$ cat config.mk
export PLATFORM = sky130hd
export DESIGN_NAME = gwps_div_cell
export DESIGN_NICKNAME = d
export VERILOG_FILES = /design/src/rtl/gwps_pkg.sv /design/src/rtl/gwps_div_cell.sv
export SDC_FILE = /design/constraint.sdc
export NUM_CORES = 1
export LEC_CHECK = 0
export BUFFER_PORTS_ARGS = -buffer_cell sky130_fd_sc_hd__buf_2
export CAP_MARGIN = 20
export CORE_AREA = 4 4 544 546
export DETAILED_ROUTE_END_ITERATION = 7
export DIE_AREA = 0 0 548 550
export PLACE_DENSITY_LB_ADDON = 0.2
export SYNTH_ARGS = -nofsm -noshare
export SYNTH_HDL_FRONTEND = slang
export SYNTH_SLANG_ARGS = --single-unit
$ cat constraint.sdc
create_clock -name clk_i -period 51.7 [get_ports clk_i]
set_input_delay 10.34 -clock clk_i [delete_from_list [all_inputs] [get_ports clk_i]]
set_output_delay 10.34 -clock clk_i [all_outputs]
set_load 0.005 [all_outputs]
$ cat src/rtl/gwps_pkg.sv
package gwps_pkg;

  localparam int unsigned LaneN  = 3;
  localparam int unsigned WordW  = 32;
  localparam int unsigned DtW    = 17;
  localparam int unsigned RootW  = 34;
  localparam int unsigned SumW   = 66;
  localparam int unsigned D3W    = 102;
  localparam int unsigned RemW   = 95;
  localparam int unsigned QuoW   = 32;

  typedef struct packed {
    logic [LaneN-1:0][WordW-1:0] pos;
    logic [LaneN-1:0][WordW-1:0] vel;
    logic [DtW-1:0]              dt;
  } side_t;

  typedef struct packed {
    side_t                       sb;
    logic [LaneN-1:0]            neg;
    logic [LaneN-1:0][WordW-1:0] mag;
    logic [SumW-1:0]             diff;
    logic [RootW-1:0]            root;
  } sqrt_t;

  typedef struct packed {
    side_t                      sb;
    logic [LaneN-1:0]           neg;
    logic [D3W-1:0]             d3;
    logic [LaneN-1:0][RemW-1:0] rem;
    logic [LaneN-1:0][QuoW-1:0] quo;
  } div_t;

endpackage

$ cat src/rtl/gwps_div_cell.sv
module gwps_div_cell #(
  parameter int unsigned BIT = 0
) (
  input  logic           clk_i,
  input  logic           rst_ni,
  input  logic           valid_i,
  output logic           ready_o,
  input  gwps_pkg::div_t data_i,
  output logic           valid_o,
  input  logic           ready_i,
  output gwps_pkg::div_t data_o
);
  import gwps_pkg::*;

  localparam int unsigned ShW = D3W + QuoW - 1;

  logic           valid_q;
  div_t           data_q, data_d;
  logic [ShW-1:0] shifted;

  assign ready_o = !valid_q || ready_i;
  assign valid_o = valid_q;
  assign data_o  = data_q;

  // one quotient bit per cell for each lane
  always_comb begin
    data_d  = data_i;
    shifted = ShW'(data_i.d3) << BIT;
    for (int l = 0; l < LaneN; l++) begin
      if (ShW'(data_i.rem[l]) >= shifted) begin
        data_d.rem[l]      = data_i.rem[l] - shifted[RemW-1:0];
        data_d.quo[l][BIT] = 1'b1;
      end
    end
  end

  always_ff @(posedge clk_i or negedge rst_ni) begin
    if (!rst_ni) begin
      valid_q <= 1'b0;
    end else if (ready_o) begin
      valid_q <= valid_i;
    end
  end

  always_ff @(posedge clk_i) begin
    if (ready_o && valid_i) begin
      data_q <= data_d;
    end
  end

endmodule

=== Yosys cells after proc, flatten, opt, wreduce, memory -nomap -nowiden ===
Cells that the tools add are included.

* $add $sub $neg: 3
* $lt $le $gt $ge: 3
* Muxes and demuxes: 3
* Reduce and logical (&&, ||, !) cells: 3

{| class="wikitable"
|+ Operators by type and width
! operator !! number
|-
| 95-bit by 102-bit >= comparator with 1-bit output || 3
|-
| 95-bit 2-to-1 mux || 3
|-
| 95-bit subtractor || 3
|-
| 1-bit logical AND || 1
|-
| 1-bit logical NOT || 1
|-
| 1-bit logical OR || 1
|}

* Flip-flop bits (word level): 696
* Input bits: 699
* Output and inout bits: 697
* Logic and storage cells: 31

=== Depth between registers and ports, before layout ===
* Depth in word-level cells: 3
* Mapped depth: 19
* Mapped depth without buffers: 16

=== Worst setup path after synthesis ===
OpenSTA, ideal clock, no wires.

* Kind: input port to flip-flop
* From: input port ready_i
* To: register data_q, in the netlist data_o[0], enable pin
* Arrival: 26.193 ns
* Data required time: 50.544 ns
* Slack: 24.351 ns
* Cell stages on the path: 2
* Path buffers: 0
* Cell sequence: nand2b_1 and2_1

* Longest elaborated chain between the ends: 2

{| class="wikitable"
|+ RTL lines
! item !! line !! text
|-
| start: declaration || gwps_div_cell.sv:10 || <nowiki>input logic ready_i,</nowiki>
|-
| 1-bit logical OR || gwps_div_cell.sv:21 || <nowiki>assign ready_o = !valid_q || ready_i;</nowiki>
|-
| 1-bit logical AND || gwps_div_cell.sv:46 || <nowiki>if (ready_o && valid_i) begin</nowiki>
|-
| end signal: assignment || gwps_div_cell.sv:47 || <nowiki>data_q <= data_d;</nowiki>
|-
| end: declaration || gwps_div_cell.sv:18 || <nowiki>div_t data_q, data_d;</nowiki>
|}

Every way passes these cells.
A chain may end at the register's enable or synchronous reset.

=== Worst setup path in the final report ===
* From: input port ready_i
* To: output port ready_o

* Longest elaborated chain between the ends: 1

{| class="wikitable"
|+ RTL lines
! item !! line !! text
|-
| 1-bit logical OR || gwps_div_cell.sv:21 ||
|-
| end: declaration || gwps_div_cell.sv:7 || <nowiki>output logic ready_o,</nowiki>
|}

Every way passes these cells.

==> results.tsv <==
stage	metric	value	unit
synth	synth_nets	5072	
routing	drtIter0Drc	3007	
final_layout	final_cell_mix	buf_2 (1,395), edfxtp_1 (695), a21oi_1 (477)	
pwr	leakagePower	23.3	nW
hold_path	hold_class	register to register	
run_status	status	completed	
clock_tree	cts_root_buffer	clkbuf_16	
global_routing	track_usage	18.9	%
synth	async_reset_ff_share	0.144	%
sta	skew	0.109	ns
die	ioPinCount	1396	
synth	synthMuxAreaShare	0.649	%
critical_path	slowest_stage	nand2b_1	
sta	slew_viol_final	0	
critical_path	path_common_cell	buf_2	
final_layout	postLayoutCellArea	56600	sq um
synth	synth_xor_xnor_area_share	5.68	%
die	fp.dieH	550	microns
critical_path	path_max_fanout	3	
global_routing	antenna_found_initial	221	
placement	gp_congestion	0.907	
sta	slew_headroom	26.3	%
global_routing	grt_max_degree	88	
clock_tree	cts_buffer_depth	4	
critical_path	crit_family	buffers and inverters	
sta	rsz0062_at_grt	false	
die	rows	198	
critical_path	cp_num_buf_inv	2	
die	core	291000	sq um
synth	synth_edf_count	695	
synth	synth_ff_type	edfxtp_1	
sta	fmax	47.4	MHz
routing	via_per_inst	4.20	
die	dieArea	301000	sq um
clock_tree	h-tree-depth	3	
clock_tree	clk_latency	0.86	ns
synth	syn_area_per_cell	10.2	sq um
synth	netlist_instances	4085	
global_routing	grt_pass1_vias	39500	
die	start_util	14.3	%
final_layout	drive_gt1_share	30.2	%
clock_tree	cts_sinks	696	
run	max_cap_viol_count	0	
routing	drt_wl_total	299000	microns
synth	ys_seq_area_share	50.1	%
clock_tree	clkSlewWorstSetupHoldPaths	0.05	ns
die	die_w	548	microns
critical_path	cpPeakStageDelay	0.17	ns
critical_path	crit_type	primary input to primary output	
sta	hold_viol_final	0	
sta	period_minus_slack	21.11	ns
final_layout	layout_commonest_cell	buf_2	
critical_path	worst_ep_arrival_time	10.77	ns
routing	first_pass_iters	5	
sta	fin_setup_tns	0	ns
synth	ys_warn_count	0	
clock_tree	hold_buffers	0	
clock_tree	post_cts_buffers	0	
clock_tree	numCtsBuffers	103	
pwr	ir_worst_vdd	0.0333	mV
clock_tree	cts_tree	built	
synth	synth_fa_ha_area_share	8.70	%
clock_tree	ctsResizeCount	0	
final_layout	final_core_util	19.5	%
pwr	p_per_area	32.3	nW/um^2
global_routing	grt_overflow_total	0	
placement	portBuffers	1395	
sta	period_share	40.8	%
critical_path	start_kind	primary input	
synth	ys_ff_latch	696	
routing	vias	39700	
synth	synthSimpleGateAreaFrac	12.1	%
sta	worst_pin_slew	1.11	ns
critical_path	path_cells	buf_2 > nand2b_1 > buf_2	
sta	setup-violations-final	0	
synth	synth-compound-area-share	19.0	%
critical_path	crit_required	41.36	ns
synth	synth.distinct_cells	84	
critical_path	endpoint_kind	primary output	
routing	ant_nets	0	
synth	synth_top_family_by_area	compound AO/OA/AOI/OAI gates	
placement	dp_hpwl	260000	microns
final_layout	nNetsFinal	6408	
routing	post-route-drc-count	0	
final_layout	area_delta_synth_final	35.8	%
routing	avgRoutedWirePerCell	31.6	microns
synth	synth_area	41700	sq um
global_routing	grt_pass1_wl	383000	microns
placement	place_area	53000	sq um
path summary, 6_finish.rpt:
check | start | end | slack, ns | cells past startpoint
setup reg to reg | valid_o | data_o[22] | 47.32 | 6
hold reg to reg | valid_o | valid_o | 0.57 | 2
hold / removal | valid_o | valid_o | 0.57 | 2
setup / recovery | ready_i | ready_o | 30.59 | 3
min in group asynchronous | rst_ni | valid_o | 9.35 | 1
max in group asynchronous | rst_ni | valid_o | 42.27 | 1
sequential cells by signal, indices dropped and copies added (netlist names):
signal   flops
data_o     695
valid_o      1
per-stage QoR:
stage,cells,hold slack (ns),power (mW),worst slack (ns)
floorplan,4085,0.537,0.913,24.35
global placement,9216,0.605,1.10,30.54
detailed placement,9216,0.563,1.10,30.57
CTS,9400,0.583,1.87,30.57
global route,9419,0.635,1.91,30.56
finish,9450,0.574,1.83,30.59
cell usage after synthesis, types with 8 or more instances:
library cell  count  area share, %
and3_1           26           0.39
clkbuf_1        159            1.4
o21a_1           31           0.56
a211oi_1         19           0.34
nand3_1          54           0.65
or4_1            10           0.18
a221oi_1         11           0.23
o31ai_1          13           0.23
mux2_2           24           0.65
o21bai_1         74            1.3
ha_1            285            8.6
o21ai_1           8          0.096
a21o_1          130            2.3
nor4_1           21           0.32
a31oi_1          37           0.56
o21ai_0         388            4.7
or3_1             9           0.14
or2_2            10           0.15
and2_1           19           0.29
o211ai_1         19           0.34
inv_1           199            1.8
nand4_1         128            1.9
buf_2            36           0.43
nor3_1           45           0.54
a21boi_0         15           0.27
nor2_1          254            2.3
nand2_1         436            3.9
nand2b_1         31           0.47
nor2b_1          20           0.30
a21oi_1         477            5.7
and4_1            9           0.19
xor2_1          115            2.4
a221o_1           8           0.19
xnor2_1         155            3.3
edfxtp_1        695             50
power by group:
part | internal (mW) | leakage (nW) | total, mW | switching (mW)
logic | 0.138 | 15.1 | 0.412 | 0.274
clock network | 0.436 | 1.65 | 0.744 | 0.308
registers | 0.660 | 6.63 | 0.672 | 0.0121
cells by family after synthesis:
group / Yosys count
buf+inv: 401
xor+xnor: 270
flops: 696
mux: 24
simple gates: 1087
compound gates: 1319
fa+ha+maj: 288
cell type report:
class / count / area (sq um)
fill: 32400 / 234000
clock inverter: 69 / 808
antenna: 50 / 125
tap: 3900 / 4880
inverter: 199 / 747
multi-input combinational: 2988 / 19300
clock buffer: 115 / 2620
sequential: 696 / 20900
timing repair buffer: 1433 / 7270
worst min-delay path: stages (launching register included):
cell,delay (ns)
dfrtp_1,0.35
nand2b_1,0.10
nand2b_1,0.08
per-layer routing:
layer | vias to the layer above | wire, microns | GRT usage (%)
li1 | 17900 | - | -
met1 | 19500 | 111000 | 20.6
met2 | 1605 | 151000 | 34.2
met3 | 478 | 22800 | 5.53
met4 | 120 | 13200 | 7.20
met5 | - | 822 | 0
No activity file was read; power rests on OpenSTA's default activity.
