===== config.mk =====
export PLATFORM = sky130hd
export DESIGN_NAME = gwps_sqrt_cell
export DESIGN_NICKNAME = d
export VERILOG_FILES = /design/src/rtl/gwps_pkg.sv /design/src/rtl/gwps_sqrt_cell.sv
export SDC_FILE = /design/constraint.sdc
export NUM_CORES = 1
export LEC_CHECK = 0
export BUFFER_PORTS_ARGS = -buffer_cell sky130_fd_sc_hd__buf_2
export CORE_AREA = 3 3 323 325
export DETAILED_ROUTE_END_ITERATION = 12
export DIE_AREA = 0 0 326 328
export SYNTH_ARGS = -nofsm -noshare
export SYNTH_HDL_FRONTEND = slang
export SYNTH_SLANG_ARGS = --single-unit

===== constraint.sdc =====
create_clock -name clk_i -period 14.59 [get_ports clk_i]
set_input_delay 0.7295 -clock clk_i [delete_from_list [all_inputs] [get_ports clk_i]]
set_output_delay 0.7295 -clock clk_i [all_outputs]
set_load 0.03 [all_outputs]

===== src/rtl/gwps_pkg.sv =====
package gwps_pkg;

  localparam int unsigned LaneN  = 3;
  localparam int unsigned WordW  = 32;
  localparam int unsigned DtW    = 17;
  localparam int unsigned RootW  = 34;
  localparam int unsigned SumW   = 66;
  localparam int unsigned D3W    = 102;
  localparam int unsigned RemW   = 95;
  localparam int unsigned QuoW   = 32;

  typedef struct packed {
    logic [LaneN-1:0][WordW-1:0] pos;
    logic [LaneN-1:0][WordW-1:0] vel;
    logic [DtW-1:0]              dt;
  } side_t;

  typedef struct packed {
    side_t                       sb;
    logic [LaneN-1:0]            neg;
    logic [LaneN-1:0][WordW-1:0] mag;
    logic [SumW-1:0]             diff;
    logic [RootW-1:0]            root;
  } sqrt_t;

  typedef struct packed {
    side_t                      sb;
    logic [LaneN-1:0]           neg;
    logic [D3W-1:0]             d3;
    logic [LaneN-1:0][RemW-1:0] rem;
    logic [LaneN-1:0][QuoW-1:0] quo;
  } div_t;

endpackage


===== src/rtl/gwps_sqrt_cell.sv =====
module gwps_sqrt_cell #(
  parameter int unsigned BIT = 0
) (
  input  logic            clk_i,
  input  logic            rst_ni,
  input  logic            valid_i,
  output logic            ready_o,
  input  gwps_pkg::sqrt_t data_i,
  output logic            valid_o,
  input  logic            ready_i,
  output gwps_pkg::sqrt_t data_o
);
  import gwps_pkg::*;

  localparam int unsigned TrialW = 2 * RootW + 1;

  logic              valid_q;
  sqrt_t             data_q, data_d;
  logic [TrialW-1:0] trial;

  assign ready_o = !valid_q || ready_i;
  assign valid_o = valid_q;
  assign data_o  = data_q;

  // one root bit per cell, diff holds s - root^2
  always_comb begin
    data_d = data_i;
    trial  = (TrialW'(data_i.root) << (BIT + 1)) | (TrialW'(1) << (2 * BIT));
    if (trial <= TrialW'(data_i.diff)) begin
      data_d.diff      = data_i.diff - trial[SumW-1:0];
      data_d.root[BIT] = 1'b1;
    end
  end

  always_ff @(posedge clk_i or negedge rst_ni) begin
    if (!rst_ni) begin
      valid_q <= 1'b0;
    end else if (ready_o) begin
      valid_q <= valid_i;
    end
  end

  always_ff @(posedge clk_i) begin
    if (ready_o && valid_i) begin
      data_q <= data_d;
    end
  end

endmodule


==> Yosys cells after proc, flatten, opt, wreduce, memory -nomap -nowiden <==
Cells that the tools add are included.
{ "word_totals": {"regBits": 409, "inputBits": 412, "output_inout_bits": 410, "wordCells": 21} }
{ "classes": {"addsub": 1, "n_lt_le_gt_ge": 1, "n_mux": 1, "reduce_logical": 3} }
{ "ops": {"columns": ["op", "count"], "rows": [
  ["35-bit by 66-bit <= comparator with 1-bit output", 1],
  ["66-bit 2-to-1 mux", 1],
  ["66-bit by 35-bit subtractor with 66-bit output", 1],
  ["1-bit logical AND", 1],
  ["1-bit logical NOT", 1],
  ["1-bit logical OR", 1]
]} }

==> Longest topological paths before layout <==
{ "logic_depth": {"depth_word": 3, "ltp_mapped": 13, "ltp_nobuf": 11} }

==> Worst setup path after synthesis <==
Ideal clock, no wire load.
{ "synth_timing": {"kind": "input to register", "startpoint": "input ready_i", "endpoint": "register data_q (netlist bit data_o[0]), enable pin", "setup_time_ns": 0.822, "arrival_time_ns": 10.317, "path_slack_ns": 3.451, "stages": 2, "path_buffers": 0, "cell_sequence": "nand2b_1 -> and2_1"} }
{ "synth_between": {"elab_chain_cells": 2} }
{ "synth_lines": {"columns": ["element", "line", "rtl"], "rows": [
  ["start, declared", "gwps_sqrt_cell.sv:10", "input logic ready_i,"],
  ["1-bit logical OR", "gwps_sqrt_cell.sv:21", "assign ready_o = !valid_q || ready_i;"],
  ["1-bit logical AND", "gwps_sqrt_cell.sv:44", "if (ready_o && valid_i) begin"],
  ["end signal, assigned", "gwps_sqrt_cell.sv:45", "data_q <= data_d;"],
  ["end, declared", "gwps_sqrt_cell.sv:18", "sqrt_t data_q, data_d;"]
]} }
Every way passes these cells.
A chain may end at the register's enable or synchronous reset.

==> Worst setup path in the final report <==
{ "layout_timing": {"startpoint": "register valid_q (netlist: valid_o)", "endpoint": "register data_q (netlist bit data_o[30]), enable pin"} }
{ "layout_between": {"elab_chain_cells": 3} }
{ "layout_lines": {"columns": ["element", "line", "rtl"], "rows": [
  ["start, declared", "gwps_sqrt_cell.sv:17", "logic valid_q;"],
  ["start signal, assigned", "gwps_sqrt_cell.sv:39", "valid_q <= valid_i;"],
  ["1-bit logical NOT", "gwps_sqrt_cell.sv:21", null],
  ["1-bit logical OR", "gwps_sqrt_cell.sv:21", null],
  ["1-bit logical AND", "gwps_sqrt_cell.sv:44", null]
]} }
Every way passes these cells.

==> impl_metrics.ini <==
[synthesis]
postSynth.topFlopCell = sky130_fd_sc_hd__edfxtp_1
post_synthesis_net_count = 1397
post_synth_instance_area_um2 = 15700
ys_ff_latch = 409
synth.lib_cells_used.distinct = 64
synthArstFlopShare = 0.00244
synthesis.instances = 949
ys_warn_count = 0
synth-edff-count = 408
synthesis.area_per_instance_um2 = 16.6
synth.yosys.seq_area_share = 0.782

[run]
cap_violations = 0

[hold_path]
hold_path_class = in2reg

[clock_tree]
clock_tree.buffer_depth = 3
cts_inserted_buffers = 47
worst_skew_pair.late_latency_ns = 0.59
clock_pin_transition_on_the_worst_setup_and_hold_timing_paths_ns = 0.06
ctsRootBufferMaster = sky130_fd_sc_hd__clkbuf_16
cts.repair.resized = 0
cts_tree = yes
clock_sinks = 409
h_tree_levels = 2
cts.repair_timing.setup_buffer_count = 0

[global_routing]
maximum_number_of_pins_on_one_net_before_global_route_repair = 77
grt_pass1_vias = 11900
global_route.usage.total = 0.129
grt_overflow_total = 0
grt_first_pass_wirelength_um = 96800
initial_antenna_violation_count = 37

[worst_setup_path]
worstPathBufferInverterCount = 3
worst_setup_path_start_kind = register
critical_path.cell_chain = nand2b_1 > and2_4 > buf_4 > buf_4 > buf_4
critical_path_s_top_delay_family = buffers and inverters
timing.critical_path.required_ns = 14.79
critical-path-max-stage-delay_ns = 0.87
timing_worst_setup_path_type = reg2reg
worstSetupEndpointType = register
slowest_stage = sky130_fd_sc_hd__buf_4
critical_path_fanouts_max = 76
timing.critical_path.arrival_ns = 4.23
crit_path_frequent_cell = sky130_fd_sc_hd__buf_4

[cells_and_area]
design.final.nets = 2252
finalInstanceArea_um2 = 23000
post-route-util = 0.227
syn2layout_area_growth_pct = 46.7
layout-drive-gt1-share = 0.500
num-fill-cells = 10800
final_cell_mix = sky130_fd_sc_hd__buf_2, sky130_fd_sc_hd__edfxtp_1, sky130_fd_sc_hd__a21oi_1, sky130_fd_sc_hd__nor2_1, sky130_fd_sc_hd__nand2_1
layout_commonest_cell = sky130_fd_sc_hd__buf_2
instances_no_fill = 3215

[die]
rows = 117
die_w_um = 326
die-height_um = 328
initial_core_utilization = 0.154
floorplan.core_area_um2 = 102000
floorplan.io_pins = 822
dieArea_um2 = 107000

[sta]
timing.max_slew.rel_slack = 0.327
rsz_0062_raised_after_global_routing = no
finalMaxSlewViolations = 0
setup_viol_count_final = 0
final_hold_viol_count = 0
worst_clock_skew_ns = 0.0169
tightest_slew_ns = 1.01
period_utilization_post_route = 0.276
fin_setup_tns_ns = 0
finalWorstPathRequiredPeriod_ns = 4.03
timing_limited_maximum_frequency_mhz = 248

[route]
iteration_count_of_the_initial_detailed_routing_pass = 5
detailedRoute.firstIterationViolations = 948
remaining_drc_errors = 0
detail_route.wirelength_um = 72600
ant_nets = 0
vias = 12100
wl_per_cell_um = 22.6
avgViaCountPerCell = 3.76

[power_and_ir_drop]
power_switching_share = 0.276
power.net_switching_mw = 0.846
cell_pwr_density_nw_per_um2 = 133
combPwrFrac = 0.152
internal_power_mw = 2.22
power_frac_seq = 0.459
peakVddDrop_mv = 0.0836
power.static_leakage_nw = 9.31
clock_power_share = 0.389

[status]
run_status = completed

[place]
gp_congestion = 0.930
io_buffer_count = 821
place_inst = 3122
dpl_cell_area_um2 = 21500
post-dp-hpwl_um = 60000
## path summary, 6_finish.rpt
check	startpoint	to	slack [ns]	cells after the start
worst max-delay path	valid_o	data_o[30]	10.56	5
min in group asynchronous	rst_ni	valid_o	0.45	2
worst min-delay path	data_i[352]	data_o[352]	0.31	1
max in group asynchronous	rst_ni	valid_o	14.05	2
worst max register to register	valid_o	data_o[30]	10.56	5
worst min register to register	valid_o	valid_o	0.57	2
## stage by stage
step,hold slack (ns),worst slack (ns),total power [mW]
global placement,0.509,10.09,1.90
floorplan,0.434,3.45,1.72
global route,0.253,10.25,3.19
CTS,0.244,10.55,3.11
finish,0.309,10.56,3.07
detailed placement,0.506,10.09,1.90
## flip-flops by register name (all words and copies together) (netlist names)
register  count
data_o      408
valid_o       1
## kinds of logic after synthesis
family | synth area share
flops | 0.782
simple gates | 0.0686
compound gates | 0.0641
buf+inv | 0.0179
xor+xnor | 0.0351
fa+ha+maj | 0.0292
mux | 0.00358
## synthesized netlist by cell type, drive strengths merged (2+ instances only)
cell,n,share of area
or3,6,0.0024
o21a,3,0.0014
nor2b,2,0.00080
nor4,10,0.0040
ha,35,0.028
nand3,21,0.0067
nand2,48,0.011
a21boi,2,0.00096
o2111ai,2,0.0015
mux2,5,0.0036
o21bai,5,0.0024
clkbuf,8,0.0019
inv,42,0.010
o211ai,2,0.00096
o41ai,2,0.0016
a2111oi,3,0.0029
nor2,58,0.014
nand4,15,0.0068
buf,16,0.0060
xnor2,45,0.025
and2,4,0.0016
nor4b,2,0.0021
o31ai,4,0.0019
a21oi,76,0.025
nand4b,3,0.0017
nand3b,2,0.00096
edfxtp,408,0.78
a311oi,2,0.0015
or2,3,0.0012
or4,2,0.00096
a21o,18,0.0086
o21ai,24,0.0076
nand2b,4,0.0016
xor2,18,0.010
and3,2,0.00080
nor3,28,0.010
a211oi,4,0.0019
a31oi,3,0.0012
## area by class of cell
class                           instances  area (um^2)  area share
Multi-Input combinational cell        474         3160       0.137
Timing Repair Buffer                  830         4180       0.181
Inverter                               42          158     0.00684
Sequential cell                       409        12300       0.533
Tap cell                             1368         1710      0.0743
Clock buffer                           52         1190      0.0518
Antenna cell                            6         15.0    0.000651
Clock inverter                         34          347      0.0150
## power by group through the flow
stage / logic [mW] / clock network (mW) / registers, mW
after floorplan: 0.124 / 0 / 1.59
after global placement: 0.468 / 0 / 1.43
after detailed placement: 0.469 / 0 / 1.43
after CTS: 0.471 / 1.23 / 1.41
after global routing: 0.494 / 1.28 / 1.41
final: 0.466 / 1.19 / 1.41
## routing by layer
metal	routed length, um	vias up	GRT usage
li1	-	5347	-
met1	27800	5876	0.152
met2	36000	728	0.224
met3	6970	117	0.0449
met4	1650	14	0.0298
met5	91	-	0
## what timing repair did
action / CTS / global route
hold buffers: 1 / 0
endpoints found under the hold margin: 1 / 0
setup endpoints to repair: 0 / 0
No activity file was read; power rests on OpenSTA's default activity.
